`src/rtl/core/ubxfb_pkg.sv`:
```
// ----------------------------------------------------------------------------
// UBX frame builder package
// Shared types, codes and constants of the frame builder.
// ----------------------------------------------------------------------------
`timescale 1ns / 1ps

package ubxfb_pkg;

   // Default frame buffer limit in bytes (header, payload and checksum)
   localparam int FRAME_BYTES_DEF = 128;

   // Frame framing overhead: two sync, class, id, two length, two checksum
   localparam int FRAME_OVERHEAD = 8;

   // Sync bytes
   localparam logic [7:0] SYNC_ONE = 8'hB5;
   localparam logic [7:0] SYNC_TWO = 8'h62;

   // Request operations
   localparam logic OP_START   = 1'b0;
   localparam logic OP_PAYLOAD = 1'b1;

   // Error codes
   localparam logic [1:0] ERR_NONE     = 2'd0;
   localparam logic [1:0] ERR_OVERSIZE = 2'd1;
   localparam logic [1:0] ERR_NO_FRAME = 2'd2;

   // Job queue between front and back
   localparam int QUEUE_DEPTH = 4;
   localparam int QPTR_W      = $clog2(QUEUE_DEPTH);

   // Up to eight responses per request
   localparam int IDX_W = 3;

   typedef enum logic [1:0] {
      JOB_HEADER,
      JOB_PAYLOAD,
      JOB_ERR_SIZE,
      JOB_ERR_FRAME
   } job_kind_type;

   typedef struct packed {
      logic        operation;
      logic [7:0]  msg_class;
      logic [7:0]  msg_id;
      logic [15:0] payload_len;
      logic [7:0]  payload_byte;
   } req_type;

   typedef struct packed {
      logic [7:0] out_byte;
      logic       end_of_frame;
      logic [1:0] error_code;
      logic       last_of_run;
   } rsp_type;

   // One classified request, ready for serialization
   typedef struct packed {
      job_kind_type kind;
      logic         with_cksum;
      logic [7:0]   msg_class;
      logic [7:0]   msg_id;
      logic [15:0]  payload_len;
      logic [7:0]   payload_byte;
      logic [7:0]   sum_a;
      logic [7:0]   sum_b;
   } job_type;

   // Queue status seen by front and back
   typedef struct packed {
      logic full;
      logic empty;
   } queue_stat_type;

endpackage

```
`src/rtl/core/ubxfb_front.sv`:
```
// ----------------------------------------------------------------------------
// UBX frame builder front end
// Accepts requests, tracks the open frame and the Fletcher sums, and
// pushes one classified job per request into the job queue.
// ----------------------------------------------------------------------------
`timescale 1ns / 1ps

module ubxfb_front #(
   parameter int FRAME_BYTES = ubxfb_pkg::FRAME_BYTES_DEF
) (
   input  logic                      clock,
   input  logic                      reset,
   input  logic                      req_valid,
   output logic                      req_stall,
   input  ubxfb_pkg::req_type        req_payload,
   input  ubxfb_pkg::queue_stat_type q_stat,
   output logic                      push,
   output ubxfb_pkg::job_type        push_job
);

   localparam int MAX_LEN = FRAME_BYTES - ubxfb_pkg::FRAME_OVERHEAD;
   localparam int LEFT_W  = $clog2(MAX_LEN + 1);

   logic [7:0]        sum_a_ff, sum_a_in;
   logic [7:0]        sum_b_ff, sum_b_in;
   logic [LEFT_W-1:0] left_ff, left_in;
   logic              open_ff, open_in;

   logic [7:0] a1, a2, a3, a4;
   logic [7:0] b2, b3, b4;
   logic [7:0] pa, pb;
   logic       oversize;

   assign req_stall = q_stat.full;
   assign push      = req_valid && !q_stat.full;

   // Header sums over class, id, length low and high
   always_comb begin
      a1 = req_payload.msg_class;
      a2 = a1 + req_payload.msg_id;
      b2 = a1 + a2;
      a3 = a2 + req_payload.payload_len[7:0];
      b3 = b2 + a3;
      a4 = a3 + req_payload.payload_len[15:8];
      b4 = b3 + a4;
      pa = sum_a_ff + req_payload.payload_byte;
      pb = sum_b_ff + pa;
      oversize = {1'b0, req_payload.payload_len} > 17'(MAX_LEN);
   end

   // Classify the request and work out the next state
   always_comb begin
      sum_a_in = sum_a_ff;
      sum_b_in = sum_b_ff;
      left_in  = left_ff;
      open_in  = open_ff;
      push_job.kind         = ubxfb_pkg::JOB_ERR_FRAME;
      push_job.with_cksum   = 1'b0;
      push_job.msg_class    = req_payload.msg_class;
      push_job.msg_id       = req_payload.msg_id;
      push_job.payload_len  = req_payload.payload_len;
      push_job.payload_byte = req_payload.payload_byte;
      push_job.sum_a        = a4;
      push_job.sum_b        = b4;
      if (req_payload.operation == ubxfb_pkg::OP_START) begin
         open_in = 1'b0;
         left_in = '0;
         if (oversize) begin
            push_job.kind = ubxfb_pkg::JOB_ERR_SIZE;
         end else begin
            push_job.kind = ubxfb_pkg::JOB_HEADER;
            sum_a_in = a4;
            sum_b_in = b4;
            if (req_payload.payload_len == 16'd0) begin
               push_job.with_cksum = 1'b1;
            end else begin
               left_in = req_payload.payload_len[LEFT_W-1:0];
               open_in = 1'b1;
            end
         end
      end else if (open_ff) begin
         push_job.kind  = ubxfb_pkg::JOB_PAYLOAD;
         push_job.sum_a = pa;
         push_job.sum_b = pb;
         sum_a_in = pa;
         sum_b_in = pb;
         if (left_ff == LEFT_W'(1)) begin
            push_job.with_cksum = 1'b1;
            left_in = '0;
            open_in = 1'b0;
         end else begin
            left_in = left_ff - LEFT_W'(1);
         end
      end
   end

   // Frame state registers
   always_ff @(posedge clock) begin
      if (reset) begin
         sum_a_ff <= '0;
         sum_b_ff <= '0;
         left_ff  <= '0;
         open_ff  <= 1'b0;
      end else if (push) begin
         sum_a_ff <= sum_a_in;
         sum_b_ff <= sum_b_in;
         left_ff  <= left_in;
         open_ff  <= open_in;
      end
   end

endmodule

```
`src/rtl/core/ubxfb_queue.sv`:
```
// ----------------------------------------------------------------------------
// UBX frame builder job queue
// Small register queue that decouples the front end from the serializer.
// ----------------------------------------------------------------------------
`timescale 1ns / 1ps

module ubxfb_queue (
   input  logic                      clock,
   input  logic                      reset,
   input  logic                      push,
   input  ubxfb_pkg::job_type        push_job,
   input  logic                      pop,
   output ubxfb_pkg::job_type        head_job,
   output ubxfb_pkg::queue_stat_type q_stat
);

   localparam int PW = ubxfb_pkg::QPTR_W;

   ubxfb_pkg::job_type mem_ff [ubxfb_pkg::QUEUE_DEPTH];
   logic [PW-1:0] wr_ptr_ff, wr_ptr_in;
   logic [PW-1:0] rd_ptr_ff, rd_ptr_in;
   logic [PW:0]   count_ff, count_in;

   assign head_job     = mem_ff[rd_ptr_ff];
   assign q_stat.full  = count_ff == (PW+1)'(ubxfb_pkg::QUEUE_DEPTH);
   assign q_stat.empty = count_ff == '0;

   // Pointer and fill count update
   always_comb begin
      wr_ptr_in = push ? wr_ptr_ff + PW'(1) : wr_ptr_ff;
      rd_ptr_in = pop  ? rd_ptr_ff + PW'(1) : rd_ptr_ff;
      count_in  = count_ff;
      if (push && !pop) begin
         count_in = count_ff + (PW+1)'(1);
      end else if (pop && !push) begin
         count_in = count_ff - (PW+1)'(1);
      end
   end

   always_ff @(posedge clock) begin
      if (reset) begin
         wr_ptr_ff <= '0;
         rd_ptr_ff <= '0;
         count_ff  <= '0;
      end else begin
         wr_ptr_ff <= wr_ptr_in;
         rd_ptr_ff <= rd_ptr_in;
         count_ff  <= count_in;
      end
   end

   // Entry storage
   always_ff @(posedge clock) begin
      if (push) begin
         mem_ff[wr_ptr_ff] <= push_job;
      end
   end

endmodule

```
`src/rtl/core/ubxfb_back.sv`:
```
// ----------------------------------------------------------------------------
// UBX frame builder serializer
// Walks the job at the queue head one byte per cycle, while the response is
// not stalled, into the response register, and pops the job with its last byte.
// ----------------------------------------------------------------------------
`timescale 1ns / 1ps

module ubxfb_back (
   input  logic                      clock,
   input  logic                      reset,
   input  ubxfb_pkg::job_type        head_job,
   input  ubxfb_pkg::queue_stat_type q_stat,
   output logic                      pop,
   output logic                      rsp_valid,
   input  logic                      rsp_stall,
   output ubxfb_pkg::rsp_type        rsp_payload
);

   localparam int IW = ubxfb_pkg::IDX_W;

   logic [IW-1:0]      idx_ff, idx_in;
   logic               rsp_valid_ff, rsp_valid_in;
   ubxfb_pkg::rsp_type rsp_ff, rsp_in;
   logic [IW-1:0]      last_idx;
   logic               load;
   logic               is_last;

   assign rsp_valid   = rsp_valid_ff;
   assign rsp_payload = rsp_ff;

   // Output register takes a new byte when empty or being drained
   assign load    = !q_stat.empty && (!rsp_valid_ff || !rsp_stall);
   assign is_last = idx_ff == last_idx;
   assign pop     = load && is_last;

   // Select the byte at the current position of the job
   always_comb begin
      last_idx = '0;
      rsp_in   = '0;
      case (head_job.kind)
         ubxfb_pkg::JOB_HEADER: begin
            last_idx = head_job.with_cksum ? IW'(7) : IW'(5);
            case (idx_ff)
               IW'(0):  rsp_in.out_byte = ubxfb_pkg::SYNC_ONE;
               IW'(1):  rsp_in.out_byte = ubxfb_pkg::SYNC_TWO;
               IW'(2):  rsp_in.out_byte = head_job.msg_class;
               IW'(3):  rsp_in.out_byte = head_job.msg_id;
               IW'(4):  rsp_in.out_byte = head_job.payload_len[7:0];
               IW'(5):  rsp_in.out_byte = head_job.payload_len[15:8];
               IW'(6):  rsp_in.out_byte = head_job.sum_a;
               default: rsp_in.out_byte = head_job.sum_b;
            endcase
         end
         ubxfb_pkg::JOB_PAYLOAD: begin
            last_idx = head_job.with_cksum ? IW'(2) : IW'(0);
            case (idx_ff)
               IW'(0):  rsp_in.out_byte = head_job.payload_byte;
               IW'(1):  rsp_in.out_byte = head_job.sum_a;
               default: rsp_in.out_byte = head_job.sum_b;
            endcase
         end
         ubxfb_pkg::JOB_ERR_SIZE: begin
            rsp_in.error_code = ubxfb_pkg::ERR_OVERSIZE;
         end
         default: begin
            rsp_in.error_code = ubxfb_pkg::ERR_NO_FRAME;
         end
      endcase
      rsp_in.end_of_frame = head_job.with_cksum && is_last;
      rsp_in.last_of_run  = is_last;
   end

   // Position and valid update
   always_comb begin
      idx_in       = idx_ff;
      rsp_valid_in = rsp_valid_ff;
      if (load) begin
         rsp_valid_in = 1'b1;
         idx_in       = is_last ? '0 : idx_ff + IW'(1);
      end else if (!rsp_stall) begin
         rsp_valid_in = 1'b0;
      end
   end

   always_ff @(posedge clock) begin
      if (reset) begin
         idx_ff       <= '0;
         rsp_valid_ff <= 1'b0;
      end else begin
         idx_ff       <= idx_in;
         rsp_valid_ff <= rsp_valid_in;
      end
   end

   always_ff @(posedge clock) begin
      if (load) begin
         rsp_ff <= rsp_in;
      end
   end

endmodule

```
`src/rtl/core/ubx_frame_builder.sv`:
```
// ----------------------------------------------------------------------------
// UBX frame builder
// Builds UBX binary frames with the 8-bit Fletcher checksum, byte by byte.
// ----------------------------------------------------------------------------
// A start request yields 6 response bytes (sync, class, id, length) or 8 when
// the length is zero; a payload request yields 1 byte, or 3 on the frame's
// final payload byte; error requests yield 1. Responses leave at one byte per
// cycle unless the response channel stalls, so the serializer sets the
// sustained rate. The front end takes one request per cycle into a 4-entry
// job queue and stalls only when that queue is full; requests and responses
// overlap freely.
`timescale 1ns / 1ps

module ubx_frame_builder #(
   parameter int FRAME_BYTES = ubxfb_pkg::FRAME_BYTES_DEF
) (
   input  logic               clock,
   input  logic               reset,
   input  logic               req_valid,
   output logic               req_stall,
   input  ubxfb_pkg::req_type req_payload,
   output logic               rsp_valid,
   input  logic               rsp_stall,
   output ubxfb_pkg::rsp_type rsp_payload
);

   logic                      push;
   logic                      pop;
   ubxfb_pkg::job_type        push_job;
   ubxfb_pkg::job_type        head_job;
   ubxfb_pkg::queue_stat_type q_stat;

   ubxfb_front #(
      .FRAME_BYTES (FRAME_BYTES)
   ) u_front (
      .clock       (clock),
      .reset       (reset),
      .req_valid   (req_valid),
      .req_stall   (req_stall),
      .req_payload (req_payload),
      .q_stat      (q_stat),
      .push        (push),
      .push_job    (push_job)
   );

   ubxfb_queue u_queue (
      .clock    (clock),
      .reset    (reset),
      .push     (push),
      .push_job (push_job),
      .pop      (pop),
      .head_job (head_job),
      .q_stat   (q_stat)
   );

   ubxfb_back u_back (
      .clock       (clock),
      .reset       (reset),
      .head_job    (head_job),
      .q_stat      (q_stat),
      .pop         (pop),
      .rsp_valid   (rsp_valid),
      .rsp_stall   (rsp_stall),
      .rsp_payload (rsp_payload)
   );

endmodule

```
`config.mk`:
```
export PLATFORM = sky130hd
export DESIGN_NAME = ubx_frame_builder
export DESIGN_NICKNAME = d
export VERILOG_FILES = /design/src/rtl/core/ubxfb_pkg.sv /design/src/rtl/core/ubxfb_front.sv /design/src/rtl/core/ubxfb_queue.sv /design/src/rtl/core/ubxfb_back.sv /design/src/rtl/core/ubx_frame_builder.sv
export SDC_FILE = /design/constraint.sdc
export NUM_CORES = 1
export LEC_CHECK = 0
export ABC_AREA = 1
export BUFFER_PORTS_ARGS = -buffer_cell sky130_fd_sc_hd__buf_4
export CELL_PAD_IN_SITES_DETAIL_PLACEMENT = 1
export CELL_PAD_IN_SITES_GLOBAL_PLACEMENT = 2
export CORE_AREA = 2 2 192 194
export DETAILED_ROUTE_END_ITERATION = 8
export DIE_AREA = 0 0 194 196
export PLACE_DENSITY = 0.84
export SYNTH_ARGS = -nofsm -noshare
export SYNTH_HDL_FRONTEND = slang
export SYNTH_HIERARCHICAL = 1
export SYNTH_SLANG_ARGS = --single-unit
export TNS_END_PERCENT = 5
```
`constraint.sdc`:
```
create_clock -name clock -period 7.19 [get_ports clock]
set_input_delay 0.719 -clock clock [delete_from_list [all_inputs] [get_ports clock]]
set_output_delay 0.719 -clock clock [all_outputs]
set_load 0.05 [all_outputs]
```
==> results.sh, run 1 <==
export IMPL_irDropWorstVdd_v=0.000257
export IMPL_post_cts_resized_instances=0
export IMPL_route_detailed_wl_per_inst_um=21.2
export IMPL_timing_hold_ws_ps=369
export IMPL_synth_cell_types=52
export IMPL_drt_iter0_markers=661
export IMPL_worstPathArrival_ps=5850
export IMPL_htreeDepth=1
export IMPL_clockBufferDepth=3
export IMPL_layout_core_utilization_pct=44.7
export IMPL_multiInputGateArea_mm2=0.00526
export IMPL_drv_slew=0
export IMPL_yosys_warnings=6
export IMPL_area_growth_from_synthesis_to_layout_pct=10.1
export IMPL_antenna_left=0
export IMPL_power_sequential_fraction_pct=33.3
export IMPL_numClockSinks=285
export IMPL_critical_path_startpoint_type="input port"
export IMPL_worst_ep_required_time_ps=7540
export IMPL_fin_skew_ps=17.7
export IMPL_status="completed"
export IMPL_synth_fp_nets=1570
export IMPL_io_pins=59
export IMPL_route_detailed_vias_per_inst=5.41
export IMPL_crit_type="input port to register"
export IMPL_regToRegSetupSlack_ps=3390
export IMPL_drt_pre_antenna_iters=4
export IMPL_flip_flop_cell_with_the_highest_count_after_synthesis="edfxtp_1"
export IMPL_fp_dieArea_mm2=0.0380
export IMPL_cts_hold_buf=0
export IMPL_critical_path_reg2reg_endpoint="u_queue/count_ff[1]"
export IMPL_maximum_number_of_pins_on_one_net_before_global_route_repair=119
export IMPL_dieWidth_um=194
export IMPL_grt_first_pass_wirelength_um=63900
export IMPL_grt_pass1_vias=11178
export IMPL_antenna_found_initial=2
export IMPL_worst_pin_slew_ps=1050
export IMPL_postCtsSetupBuffers=0
export IMPL_root_buffer_cell="clkbuf_16"
export IMPL_worst_hold_startpoint="req_payload[24]"
export IMPL_worst_setup_path_end_kind="register"
export IMPL_count_of_flip_flops_with_a_built_in_enable_after_synthesis=248
export IMPL_tritoncts="yes"
export IMPL_post_synth_cell_area_avg_um2=10.1
export IMPL_critPathMaxFanout=7
export IMPL_pwr_share_comb_pct=44.4
export IMPL_synthesis_area_mm2=0.0146
export IMPL_standard_cell_core_area_mm2=0.0361
export IMPL_start_util_pct=40.6
export IMPL_route_detailed_drc=0
export IMPL_p_clk_share_pct=22.2
export IMPL_internal_power_uw=4270
export IMPL_num_nets_final=1569
export IMPL_clk_pin_slew_ps=60
export IMPL_timing_final_hold_violations=0
export IMPL_switching_share_pct=42.2
export IMPL_postSynth_asyncResetShare_pct=0
export IMPL_maxClockFrequency_mhz=182
export IMPL_power_per_cell_area_mw_per_mm2=459
export IMPL_yosys_register_bits=285
export IMPL_sequential_cell_area_mm2=0.00819
export IMPL_global_route_overflow_total=0
export IMPL_finalWeightedCongestion=0.825
export IMPL_switchingPower_uw=3120
export IMPL_min_path_cells=1
export IMPL_synth_seq_area_share_pct=55.9
export IMPL_timing_hold_worst_class="input port to register"
export IMPL_layout_filler_cells=4079
export IMPL_finalWirelength_um=41100
export IMPL_power_leakage_uw=0.00652
export IMPL_finalSetupViolations=0
export IMPL_final_worst_path_period_share_pct=76.6
export IMPL_setup_total_negative_slack_ps=0
export IMPL_worstHoldEndpoint="u_queue/mem_ff[1][40]"
export IMPL_via_count=10519
export IMPL_rsz0062_at_grt="false"
export IMPL_drive_above_1_share_pct=10.7
export IMPL_maxSlewHeadroom_pct=29.9
export IMPL_latest_clock_arrival_within_the_worst_skew_pair_ps=570
export IMPL_worst_r2r_cell_count=14
export IMPL_dieHeight_um=196
export IMPL_grt_total_usage_pct=21.7
export IMPL_port_buffers=58
export IMPL_period_minus_slack_ps=5500
export IMPL_post_synth_inst_count=1451
export IMPL_timing_max_cap_violations=0
export IMPL_clock_buffers_created_by_tritoncts=31
export IMPL_row_count=70
export IMPL_place_detailed_hpwl_um=27700
-- layout by cell type (no fill, tap or decap), types with 3 or more instances in the layout --
cell type  synthesis  final
xnor2_1           12     12
edfxtp_1         248    248
nand2_4            4      4
o21ai_0          143    143
bufinv_16          0      3
o21ai_1           32     32
ha_1              55     55
inv_2              6     10
nand2_2            5      5
nand4_1            6      6
clkbuf_16          0     31
inv_1            122    118
nor2_2             5      5
clkbuf_8           0      8
a21oi_2            4      4
nand2_1          236    236
dfxtp_1           37     35
clkinv_2           0      5
nand3_1           59     59
fa_1              19     19
buf_4             48     67
o22ai_1           60     60
clkbuf_1          16      6
o21a_1             3      3
a21oi_1           54     54
nor2_1           172    172
a31oi_1           10     10
a221oi_1           3      3
nor3_1             4      4
xor2_1            23     23
-- worst max-delay path, stage by stage --
cell and delay, ps:
buf_4 140, ha_1 220, fa_1 420, xor2_1 280
ha_1 340, a21oi_1 150, nand2_1 120, xor2_1 150
inv_1 80, ha_1 370, nand2_1 70, o21ai_1 210
a21oi_1 110, o21bai_1 180, xor2_1 200, inv_1 100
fa_1 530, inv_1 40, ha_1 330, a21oi_1 210
nand4_1 150, nand2_1 90, nand2_1 60, nand2_1 60
nand2_1 40, nand2_1 70, nand3_1 90, a31oi_1 320
-- state kept, by name (all words and copies together) (netlist names), named ones only --
name,cells
u_queue/wr_ptr_ff,2
u_queue/mem_ff,236
u_front/sum_a_ff,8
u_front/left_ff,7
u_back/rsp_payload,12
u_queue/rd_ptr_ff,2
u_back/rsp_valid,1
u_front/open_ff,1
u_back/idx_ff,3
u_queue/count_ff,3
u_front/sum_b_ff,8
-- metal layers --
layer / GRT usage (%) / share of wire [%] / wire (um) / vias up
li1: - / - / - / 4963
met1: 28.9 / 45 / 18400 / 5290
met2: 38.1 / 49 / 20100 / 210
met3: 2.29 / 3.8 / 1570 / 56
met4: 5.56 / 2.4 / 985 / 0
met5: 0 / 0 / 0 / -
-- power by group through the flow --
stage,sequential [uW],combinational [uW],clock [uW]
2_1_floorplan,2560,2190,0
3_3_place_gp,2490,3180,0
3_5_place_dp,2500,3280,0
4_1_cts,2470,3310,1670
5_1_grt,2500,3680,1730
6_report,2470,3280,1640
-- final cells by class --
class	count	share of cell area, %
Clock inverter	13	1.02
Clock buffer	45	5.63
Timing Repair Buffer	67	3.12
Inverter	131	3.17
Sequential cell	285	50.8
Multi-Input combinational cell	934	32.6
Antenna cell	1	0.0155
Tap cell	468	3.63
-- logic make-up after synthesis --
| group | share of synthesized area (%) |
|---|---|
| AOI/OAI and AO/OA | 12.1 |
| xor gates and xnor gates | 2.09 |
| adders and majority gates | 7.30 |
| buffers and inverters | 8.15 |
| DFF | 55.9 |
| muxes | 0.0684 |
| and+or+nand+nor | 14.4 |
-- Yosys cell counts (2+ instances only) --
master / number / area share [%]
a211oi_1: 2 / 0.10
a21oi_1: 54 / 1.8
a21oi_2: 4 / 0.24
a221oi_1: 3 / 0.18
a31oi_1: 10 / 0.43
and2_1: 2 / 0.085
and3_1: 2 / 0.085
buf_2: 17 / 0.58
buf_4: 48 / 2.5
buf_6: 12 / 0.92
clkbuf_1: 16 / 0.41
clkbuf_2: 7 / 0.24
dfxtp_1: 37 / 5.1
edfxtp_1: 248 / 51
fa_1: 19 / 2.6
ha_1: 55 / 4.7
inv_1: 122 / 3.1
inv_2: 6 / 0.15
nand2_1: 236 / 6.1
nand2_2: 5 / 0.21
nand2_4: 4 / 0.31
nand3_1: 59 / 2.0
nand4_1: 6 / 0.26
nor2_1: 172 / 4.4
nor2_2: 5 / 0.21
nor2_4: 2 / 0.15
nor3_1: 4 / 0.14
o211ai_1: 2 / 0.10
o21a_1: 3 / 0.15
o21ai_0: 143 / 4.9
o21ai_1: 32 / 1.1
o21bai_1: 2 / 0.10
o22ai_1: 60 / 2.6
xnor2_1: 12 / 0.72
xor2_1: 23 / 1.4
-- per-stage QoR --
step                      std cells  instance area [um2]  setup WS [ps]  total power [uW]
after floorplan                1451                14600           1890              4760
final                          1944                16100           1690              7400
after CTS                      1943                16100           1730              7450
after global routing           1943                16100           1180              7910
after detailed placement       1885                15000           1150              5780
after global placement         1885                15000           1370              5670
-- how the worst max path moves through the flow --
stage	start	end	slack, ps	cells past startpoint
after global routing	req_payload[24]	u_queue/mem_ff[2][7]	1180	30
after global placement	req_payload[24]	u_queue/mem_ff[2][7]	1370	28
after CTS	req_payload[32]	u_queue/mem_ff[2][7]	1730	28
after floorplan	req_payload[24]	u_queue/mem_ff[0][7]	1890	27
final	req_payload[32]	u_queue/mem_ff[2][7]	1690	28
after detailed placement	req_payload[32]	u_queue/mem_ff[1][7]	1150	28
Note: power is estimated with default switching activity, not from simulation.
==> inputs of run 2 (changes only) <==
CORE_AREA = 2 2 202 204   (was 2 2 192 194)
DIE_AREA = 0 0 204 206   (was 0 0 194 196)
PLACE_DENSITY = 0.8   (was 0.84)
clock period = 4.65 ns   (was 7.19 ns; I/O delays follow)
==> run 2 against run 1 <==
  * The run now ends with setup timing left
  * Cell area grew 6.8%
  * Die area grew 11%
  * Via count grew 2.6%
  * Cell count grew 8.4%
  * Core utilization shrank 1.8 points
  * Register-to-register slack lost 2000 ps
==> results.sh, run 2 (synthesis gave the netlist of run 1 again) <==
export IMPL_fp_dieArea_mm2=0.0420
export IMPL_htreeDepth=2
export IMPL_final_common_cell="edfxtp_1"
export IMPL_timing_hold_worst_class="input port to register"
export IMPL_worst_hold_startpoint="req_payload[4]"
export IMPL_maxClockFrequency_mhz=209
export IMPL_drv_slew=0
export IMPL_cp_startpoint="req_payload[32]"
export IMPL_critical_path_slowest_stage_cell="fa_1"
export IMPL_num_nets_final=1671
export IMPL_period_minus_slack_ps=4800
export IMPL_route_detailed_wl_per_inst_um=20.0
export IMPL_io_pins=59
export IMPL_worst_ep_required_time_ps=4870
export IMPL_antenna_left=0
export IMPL_grt_first_pass_wirelength_um=65000
export IMPL_timing_max_cap_violations=0
export IMPL_clock_buffers_created_by_tritoncts=34
export IMPL_route_detailed_vias_per_inst=5.12
export IMPL_clk_pin_slew_ps=60
export IMPL_critical_path_reg2reg_startpoint="u_front/sum_a_ff[0]"
export IMPL_finalWeightedCongestion=0.817
export IMPL_grt_total_usage_pct=20.4
export IMPL_finalInstanceArea_mm2=0.0172
export IMPL_critical_path_startpoint_type="input port"
export IMPL_clockBufferDepth=3
export IMPL_power_per_cell_area_mw_per_mm2=770
export IMPL_power_leakage_uw=0.00703
export IMPL_grt_pass1_vias=11394
export IMPL_row_count=74
export IMPL_place_detailed_hpwl_um=28600
export IMPL_commonest_cells_after_routing_fill_and_taps_aside="edfxtp_1, nand2_1, nor2_1"
export IMPL_critPathMaxFanout=5
export IMPL_number_of_flip_flops_under_the_largest_register_name=236
export IMPL_root_buffer_cell="clkbuf_16"
export IMPL_port_buffers=58
export IMPL_setup_ws_ps=-146
export IMPL_maximum_number_of_pins_on_one_net_before_global_route_repair=119
export IMPL_latest_clock_arrival_within_the_worst_skew_pair_ps=520
export IMPL_drive_above_1_share_pct=18.8
export IMPL_worstPathArrival_ps=5010
export IMPL_drt_iter0_markers=595
export IMPL_irDropWorstVdd_v=0.000470
export IMPL_worst_setup_path_end_kind="register"
export IMPL_numClockSinks=285
export IMPL_antenna_found_initial=1
export IMPL_standard_cell_core_area_mm2=0.0402
export IMPL_dieWidth_um=204
export IMPL_violations_in_the_final_reports="setup timing"
export IMPL_final_worst_path_period_share_pct=103
export IMPL_area_growth_from_synthesis_to_layout_pct=17.6
export IMPL_worst_r2r_cell_count=16
export IMPL_start_util_pct=36.4
export IMPL_dieHeight_um=206
export IMPL_rsz0062_at_grt="true"
export IMPL_layout_core_utilization_pct=42.9
export IMPL_route_detailed_drc=0
export IMPL_maxSlewHeadroom_pct=31.0
export IMPL_drt_pre_antenna_iters=4
export IMPL_fin_skew_ps=19.0
export IMPL_status="finished, violations left"
export IMPL_critical_path_max_stage_delay_ps=540
export IMPL_timing_final_hold_violations=0
export IMPL_critical_path_most_common_cell="nand2_2"
export IMPL_placement_cell_area_mm2=0.0159
export IMPL_min_path_cells=1
export IMPL_registers_top_by_ff_count="u_queue/mem_ff"
export IMPL_tritoncts="yes"
export IMPL_via_count=10796
export IMPL_finalSetupViolations=9
export IMPL_crit_type="input port to register"
export IMPL_finalWirelength_um=42300
export IMPL_cts_hold_buf=0
export IMPL_worst_pin_slew_ps=1040
export IMPL_dp_worst_setup_slack_ps=-717
export IMPL_global_route_overflow_total=0
run 2: changes by cell type in the layout (fill, tap and decap cells not counted), sizes merged:
cell	change
bufinv	-3
clkbuf	+3
buf	+99
diode	+1
run 2: critical path: cells and delay by family:
family / cells / cell delay (ps)
adders and majority gates: 6 / 1900
AOI/OAI and AO/OA: 6 / 840
and+or+nand+nor: 9 / 770
xor gates and xnor gates: 3 / 590
buffers and inverters: 5 / 420
run 2: metal layers:
layer  routed length, um  GRT usage [%]
met5                   0              0
met4                 808           5.25
met3                1620           2.92
met2               21000           36.1
met1               18800           26.4
run 2: layout make-up:
cell class | instances | area [um2]
clock buffers | 48 | 976
well taps | 532 | 666
repair buffers | 166 | 1260
inverters | 131 | 510
flip-flops and latches | 285 | 8190
multi-input cells | 934 | 5540
diodes | 2 | 5.00
clock inverters | 10 | 63.8
fillers | 4500 | 23000
run 2: final timing paths:
| check | to | slack [ps] |
|---|---|---|
| setup reg to reg | u_queue/mem_ff[2][7] | 1410 |
| setup / recovery | u_queue/mem_ff[2][7] | -150 |
| hold / removal | u_queue/mem_ff[2][20] | 160 |
| hold reg to reg | register | 440 |
run 2: power by group:
group / internal [uW] / total, uW / switching (uW)
combinational: 2700 / 7030 / 4330
sequential: 3620 / 3750 / 136
clock: 1460 / 2480 / 1020
run 2: timing repair:
item	in CTS	in global routing
pin swaps	11	25
endpoints found under the setup margin	5	18
resized for setup	6	25
setup buffers	18	6
run 2: through the flow:
step	TNS (ps)	power (uW)	hold slack, ps	std cells
CTS	0	12900	142	2100
global placement	-5540	9850	422	2024
finish	-943	13300	163	2108
detailed placement	-8560	10000	434	2024
global route	-3260	14100	151	2106
floorplan	-654	7530	412	1451
==> inputs of run 3 (changes only) <==
CTS_CLUSTER_SIZE = 20   (was unset)
PLACE_DENSITY = unset   (was 0.8)
PLACE_DENSITY_LB_ADDON = 0.1   (was unset)
==> run 3 against run 2 <==
  * The run now ends clean
  * Maximum frequency rose by 3.8%
  * Worst setup slack improved by 170 ps
  * Register-to-register slack about the same
  * Critical path depth increased by 3
  * Hold slack improved by 0.98 ps
  * Via count down 2.5%
  * Non-clock buffer count is 14 lower
  * Critical path type unchanged
  * Critical endpoint is now u_queue/mem_ff[1][7]
==> results.sh, run 3 (synthesis gave the netlist of run 1 again) <==
export IMPL_drt_pre_antenna_iters=4
export IMPL_stdcell_count=2094
export IMPL_fp_dieArea_mm2=0.0420
export IMPL_clockBufferDepth=3
export IMPL_maximum_number_of_pins_on_one_net_before_global_route_repair=87
export IMPL_registers_top_by_ff_count="u_queue/mem_ff"
export IMPL_critical_path_max_stage_delay_ps=520
export IMPL_port_buffers=58
export IMPL_dieHeight_um=206
export IMPL_antenna_left=0
export IMPL_timing_hold_ws_ps=164
export IMPL_commonest_cells_after_routing_fill_and_taps_aside="edfxtp_1, nand2_1, nor2_1"
export IMPL_finalInstanceArea_mm2=0.0171
export IMPL_timing_hold_worst_class="input port to register"
export IMPL_route_detailed_wl_per_inst_um=20.7
export IMPL_dp_cells=2027
export IMPL_route_detailed_drc=0
export IMPL_final_worst_path_period_share_pct=99.4
export IMPL_grt_first_pass_wirelength_um=66200
export IMPL_clock_buffers_created_by_tritoncts=34
export IMPL_status="completed"
export IMPL_standard_cell_core_area_mm2=0.0402
export IMPL_drive_above_1_share_pct=18.7
export IMPL_numClockSinks=285
export IMPL_antenna_found_initial=0
export IMPL_irDropWorstVdd_v=0.000638
export IMPL_critical_path_startpoint_type="input port"
export IMPL_critical_path_top_delay_family="adder cells"
export IMPL_number_of_flip_flops_under_the_largest_register_name=236
export IMPL_maxClockFrequency_mhz=216
export IMPL_cp_buffers_inverters=5
export IMPL_worst_pin_slew_ps=1040
export IMPL_fin_skew_ps=20.1
export IMPL_power_per_cell_area_mw_per_mm2=762
export IMPL_htreeDepth=2
export IMPL_latest_clock_arrival_within_the_worst_skew_pair_ps=520
export IMPL_power_leakage_uw=0.00697
export IMPL_start_util_pct=36.4
export IMPL_worst_ep_required_time_ps=4880
export IMPL_io_pins=59
export IMPL_area_growth_from_synthesis_to_layout_pct=17.1
export IMPL_critical_path_slowest_stage_cell="fa_1"
export IMPL_finalSetupViolations=0
export IMPL_setup_ws_ps=29.4
export IMPL_grt_pass1_vias=11019
export IMPL_via_count=10524
export IMPL_timing_final_hold_violations=0
export IMPL_place_detailed_hpwl_um=29600
export IMPL_cp_startpoint="req_payload[32]"
export IMPL_placement_cell_area_mm2=0.0159
export IMPL_tritoncts="yes"
export IMPL_dp_worst_setup_slack_ps=-616
export IMPL_finalWirelength_um=43300
export IMPL_drv_slew=0
export IMPL_finalPower_uw=13100
export IMPL_maxSlewHeadroom_pct=30.5
export IMPL_global_route_overflow_total=0
export IMPL_critical_path_most_common_cell="nand2_2"
export IMPL_grt_total_usage_pct=21.2
export IMPL_worst_setup_path_end_kind="register"
export IMPL_num_nets_final=1657
export IMPL_rsz0062_at_grt="true"
export IMPL_root_buffer_cell="clkbuf_16"
export IMPL_crit_type="input port to register"
export IMPL_layout_filler_cells=4469
export IMPL_finalWeightedCongestion=0.781
export IMPL_dieWidth_um=204
export IMPL_period_minus_slack_ps=4620
export IMPL_worstPathArrival_ps=4850
export IMPL_final_common_cell="edfxtp_1"
export IMPL_critPathMaxFanout=5
export IMPL_critical_path_reg2reg_startpoint="u_front/sum_a_ff[0]"
export IMPL_clk_pin_slew_ps=60
export IMPL_worst_hold_startpoint="req_payload[4]"
export IMPL_row_count=74
export IMPL_timing_max_cap_violations=0
export IMPL_route_detailed_vias_per_inst=5.03
export IMPL_drt_iter0_markers=576
==> run 3: cell types whose count changed in the layout (fill, tap and decap cells not counted), moves of 3 or more <==
cell | before | now
inv_2 | 13 | 16
clkbuf_1 | 9 | 1
buf_4 | 164 | 150
inv_1 | 115 | 112
clkinv_2 | 2 | 8
clkinv_1 | 4 | 9
==> run 3: area by class of cell <==
| type | count | area, um2 | share of cell area, % |
|---|---|---|---|
| well taps | 532 | 666 | 3.88 |
| repair buffers | 152 | 1160 | 6.74 |
| multi-input cells | 934 | 5580 | 32.5 |
| flip-flops and latches | 285 | 8190 | 47.8 |
| clock buffers | 38 | 907 | 5.29 |
| diodes | 2 | 5.00 | 0.0292 |
| clock inverters | 20 | 128 | 0.744 |
| inverters | 131 | 510 | 2.98 |
==> run 3: final timing paths <==
path,to,depth (start not counted),slack [ps]
max reg2reg,u_queue/mem_ff[1][7],16,1410
min,u_queue/mem_ff[3][20],1,160
max,u_queue/mem_ff[1][7],32,30
min reg2reg,register,1,460
==> run 3: layer usage <==
layer  vias up  global-route usage [%]  wire length (um)
met5         -                       0                 0
met4         0                    5.15               770
met3        46                    3.11              1570
met2       168                    35.9             20700
met1      5180                    28.8             20200
li1       5130                       -                 -
==> run 3: metrics by stage <==
step | setup TNS, ps | util (%)
floorplan | -654 | -
global placement | -5680 | 39.5
detailed placement | -7350 | 39.5
CTS | 0 | 42.2
global route | -1220 | 42.7
finish | 0 | 42.7
==> run 3: report_power, final <==
group | leakage (uW) | internal [uW] | switching [uW]
clock | 0.000516 | 1450 | 1030
sequential | 0.00258 | 3620 | 130
combinational | 0.00387 | 2550 | 4280
==> run 3: repair_timing <==
action | 4_1_cts | 5_1_grt
hold buffers | 0 | 0
gates resized for setup | 2 | 37
setup endpoints to repair | 4 | 13
setup buffers | 2 | 5
pin swaps | 5 | 37
